**src/rtl/awcn_ram.sv**
```systemverilog
// Generic single-write, single-read RAM with registered read data.
// No dependencies.
`default_nettype none
module awcn_ram #(
    parameter int WIDTH = 32,
    parameter int DEPTH = 64
) (
    input  wire logic                     i_clk,
    input  wire logic                     i_we,
    input  wire logic [$clog2(DEPTH)-1:0] i_waddr,
    input  wire logic [WIDTH-1:0]         i_wdata,
    input  wire logic [$clog2(DEPTH)-1:0] i_raddr,
    output logic      [WIDTH-1:0]         o_rdata
);
    logic [WIDTH-1:0] r_mem [DEPTH];

    always_ff @(posedge i_clk) begin
        if (i_we) begin
            r_mem[i_waddr] <= i_wdata;
        end
        o_rdata <= r_mem[i_raddr];
    end
endmodule
`default_nettype wire

```
**config.mk**
```make
export PLATFORM = sky130hd
export DESIGN_NAME = awcn_ram
export DESIGN_NICKNAME = d
export VERILOG_FILES = /design/src/rtl/awcn_ram.sv
export SDC_FILE = /design/constraint.sdc
export NUM_CORES = 2
export LEC_CHECK = 0
export ABC_CLOCK_PERIOD_IN_PS = 7500
export BUFFER_PORTS_ARGS = -buffer_cell sky130_fd_sc_hd__buf_2
export CAP_MARGIN = 15
export CORE_UTILIZATION = 67
export CTS_CLUSTER_DIAMETER = 200
export DETAILED_ROUTE_END_ITERATION = 8
export PLACE_DENSITY_LB_ADDON = 0.25
export SLEW_MARGIN = 20
export SYNTH_ARGS = -nofsm -noshare
export SYNTH_HDL_FRONTEND = slang
export SYNTH_SLANG_ARGS = --single-unit
```
**constraint.sdc**
```tcl
create_clock -name i_clk -period 7.5 [get_ports i_clk]
set_input_delay 0.375 -clock i_clk [delete_from_list [all_inputs] [get_ports i_clk]]
set_output_delay 0.375 -clock i_clk [all_outputs]
set_load 0.1 [all_outputs]
```
==> results.sh <==
export IMPL_status="complete, no violations"
export IMPL_synth_ff_type="edfxtp_1"
export IMPL_die_h_um=344
export IMPL_setup_violations=0
export IMPL_drive_above_1_share=0.292
export IMPL_crit_end="o_rdata[31]"
export IMPL_yosysUniqueCellTypes=34
export IMPL_power_mw=24.4
export IMPL_gp_congestion=0.812
export IMPL_fillerInstances=5733
export IMPL_period_share=0.402
export IMPL_avgRoutedWirePerCell_um=38.8
export IMPL_async_flop_share=0
export IMPL_ys_seq_area_frac=0.791
export IMPL_cts_made_buffers=195
export IMPL_rsz0062_at_grt="no"
export IMPL_critPathLaunch="i_raddr[0]"
export IMPL_place_ws_ns=3.63
export IMPL_whs_path_depth=1
export IMPL_initial_utilization=0.676
export IMPL_rr_startpoint="r_mem[3][24]"
export IMPL_dp_hpwl_mm=99.3
export IMPL_synthesis_nets=3370
export IMPL_hold_start="i_wdata[8]"
export IMPL_grt_pass1_wl_mm=283
export IMPL_worstSetupEndpointType="flip-flop"
export IMPL_io_pins=78
export IMPL_grt_pass1_vias=39202
export IMPL_powerDensity_mw_per_mm2=277
export IMPL_tightestPinTransition_ns=1.19
export IMPL_max_cap_viol_count=0
export IMPL_crit_path_max_fanout=65
export IMPL_antenna_found_initial=23
export IMPL_synthTopCellsByArea="edfxtp_1 (78%), mux4_2 (16%), mux2i_1 (1.2%), dfxtp_1 (0.82%), o22ai_1 (0.67%)"
export IMPL_leakagePower_nw=27.4
export IMPL_portBuffers=77
export IMPL_nets=3556
export IMPL_netlist_area_leader_share=0.783
export IMPL_cts_resized=0
export IMPL_dr_total_vias=38807
export IMPL_relSlewSlack=0.205
export IMPL_ys_ff_latch=2080
export IMPL_first_pass_iters=5
export IMPL_post_route_util=0.756
export IMPL_clock_fmax_mhz=331
export IMPL_cts_tree="done"
export IMPL_slew_viol_final=0
export IMPL_finClkSkew_ns=0.0276
export IMPL_grt_overflow=0
export IMPL_drtAntennaViolNets=0
export IMPL_clockRootBuffer="clkbuf_16"
export IMPL_clkTransAtPathRegs_ns=0.07
export IMPL_grt_max_degree=130
export IMPL_tns_ns=0
export IMPL_grt_usage=0.348
export IMPL_synthTopCellsByCount="edfxtp_1 (2048), mux4_2 (544), nor2_1 (137)"
export IMPL_synth_edf_count=2048
export IMPL_wl_mm=202
export IMPL_core_mm2=0.116
export IMPL_synth_yosys_warnings=0
export IMPL_clk_insertion_delay_late_ns=0.81
export IMPL_synthXorXnorAreaFrac=0
export IMPL_peakVddDrop_mv=0.323
export IMPL_die_x_um=344
export IMPL_yosysMostFrequentCell="edfxtp_1"
export IMPL_crit_required_ns=8.16
export IMPL_first_iter_violations=5961
export IMPL_synth_compound_area_frac=0.0167
export IMPL_cp_arrival_ns=3.67
export IMPL_cts_setup_buffers=0
export IMPL_cts_max_level=4
export IMPL_synthCells=3324
export IMPL_clock_sinks=2080
export IMPL_rows=125
export IMPL_syn_area_mm2=0.0785
export IMPL_vias_per_cell=7.45
export IMPL_hold_buffers=0
export IMPL_period_minus_slack_ns=3.02
export IMPL_critPathLaunchType="input pin"
export IMPL_reg2reg_slack_ns=5.25
export IMPL_synth_fa_ha_area_frac=0
export IMPL_yosys_area_top_type="edfxtp_1"
export IMPL_syn_to_final_growth_pct=11.9
export IMPL_synth_top_family_by_area="multiplexers"
export IMPL_reg2reg_to="o_rdata[24]"
export IMPL_yosys_area_share_simple=0.0127
export IMPL_drc=0
export IMPL_holdCritPathClass="in2reg"
export IMPL_clk_path_buf_depth=3
export IMPL_crit_type="in2reg"
export IMPL_die_area_mm2=0.119
export IMPL_r2r_cells=4
export IMPL_hold_violations=0
export IMPL_syn_area_per_cell_um2=23.6
export IMPL_synth_mux_area_frac=0.168
export IMPL_worst_slack_ns=4.48
==> where the power goes <==
part / internal (mW) / switching [mW]
sequential: 12.9 / 0.0640
combinational: 0.415 / 0.871
clock: 5.88 / 4.26
total: 19.2 / 5.20
==> flip-flops by register name, summed over array words and instances, names as in the netlist <==
signal	count
o_rdata	32
r_mem	2048
==> how the worst min path moves through the flow <==
stage,to,slack (ns)
floorplan,r_mem[0][0],0.47
global placement,o_rdata[8],0.72
detailed placement,o_rdata[8],0.79
CTS,r_mem[54][26],0.22
global route,r_mem[48][8],0.06
finish,r_mem[48][8],0.06
==> stage by stage <==
| stage | instances | area, µm² | hold slack (ns) |
|---|---|---|---|
| after global placement | 4836 | 81200 | 0.716 |
| after floorplan | 3324 | 78500 | 0.474 |
| after global routing | 5203 | 87800 | 0.0650 |
| after detailed placement | 4836 | 81200 | 0.795 |
| after CTS | 5199 | 87700 | 0.223 |
| final | 5210 | 87800 | 0.0627 |
==> cells in the final DEF (no fill, tap or decap), drive strengths merged <==
cell | synthesis | layout
edfxtp | 2048 | 2048
mux4 | 544 | 544
clkbuf | 74 | 235
buf | 108 | 171
nor2 | 137 | 137
mux2i | 93 | 93
o22ai | 84 | 84
clkinv | 0 | 83
a21oi | 62 | 62
dfxtp | 32 | 32
bufinv | 0 | 30
o221ai | 27 | 27
nand2 | 26 | 26
nor2b | 15 | 15
a22oi | 12 | 12
inv | 0 | 11
diode | 0 | 10
a311oi | 8 | 8
nand2b | 8 | 8
nor3 | 7 | 7
nand3b | 5 | 5
nand3 | 5 | 5
or3b | 5 | 5
and3 | 4 | 4
a41o | 4 | 4
o32ai | 4 | 4
clkinvlp | 0 | 4
or3 | 3 | 3
or2 | 3 | 3
and2 | 2 | 2
nand4 | 2 | 2
a31oi | 1 | 1
nand4b | 1 | 1
==> layout make-up <==
type                    count  area [µm²]  area share
repair buffers            171        1250      0.0143
well taps                1524        1910      0.0217
clock buffers             235        5090      0.0580
clock inverters           128        1440      0.0164
diodes                     10        25.0    0.000285
multi-input cells        1062       16000       0.182
flip-flops and latches   2080       62100       0.708
==> cell families after synthesis <==
logic type	count (synthesis)
AOI/OAI and AO/OA	202
buffers and inverters	182
muxes	637
and+or+nand+nor	223
DFF	2080
==> per-layer routing <==
layer,up-vias,wire length (µm),global-route usage
met5,-,188,0
met4,30,9630,0.157
met3,609,25900,0.0907
met2,3263,97000,0.540
met1,20266,69300,0.477
li1,14639,-,-
==> critical path, stage by stage <==
cell and delay [ns]:
buf_8 0.57, buf_4 0.82, mux4_2 0.60, mux4_2 0.53, o22ai_1 0.50, nor2_1 0.15
No activity file was read; power rests on OpenSTA's default activity.
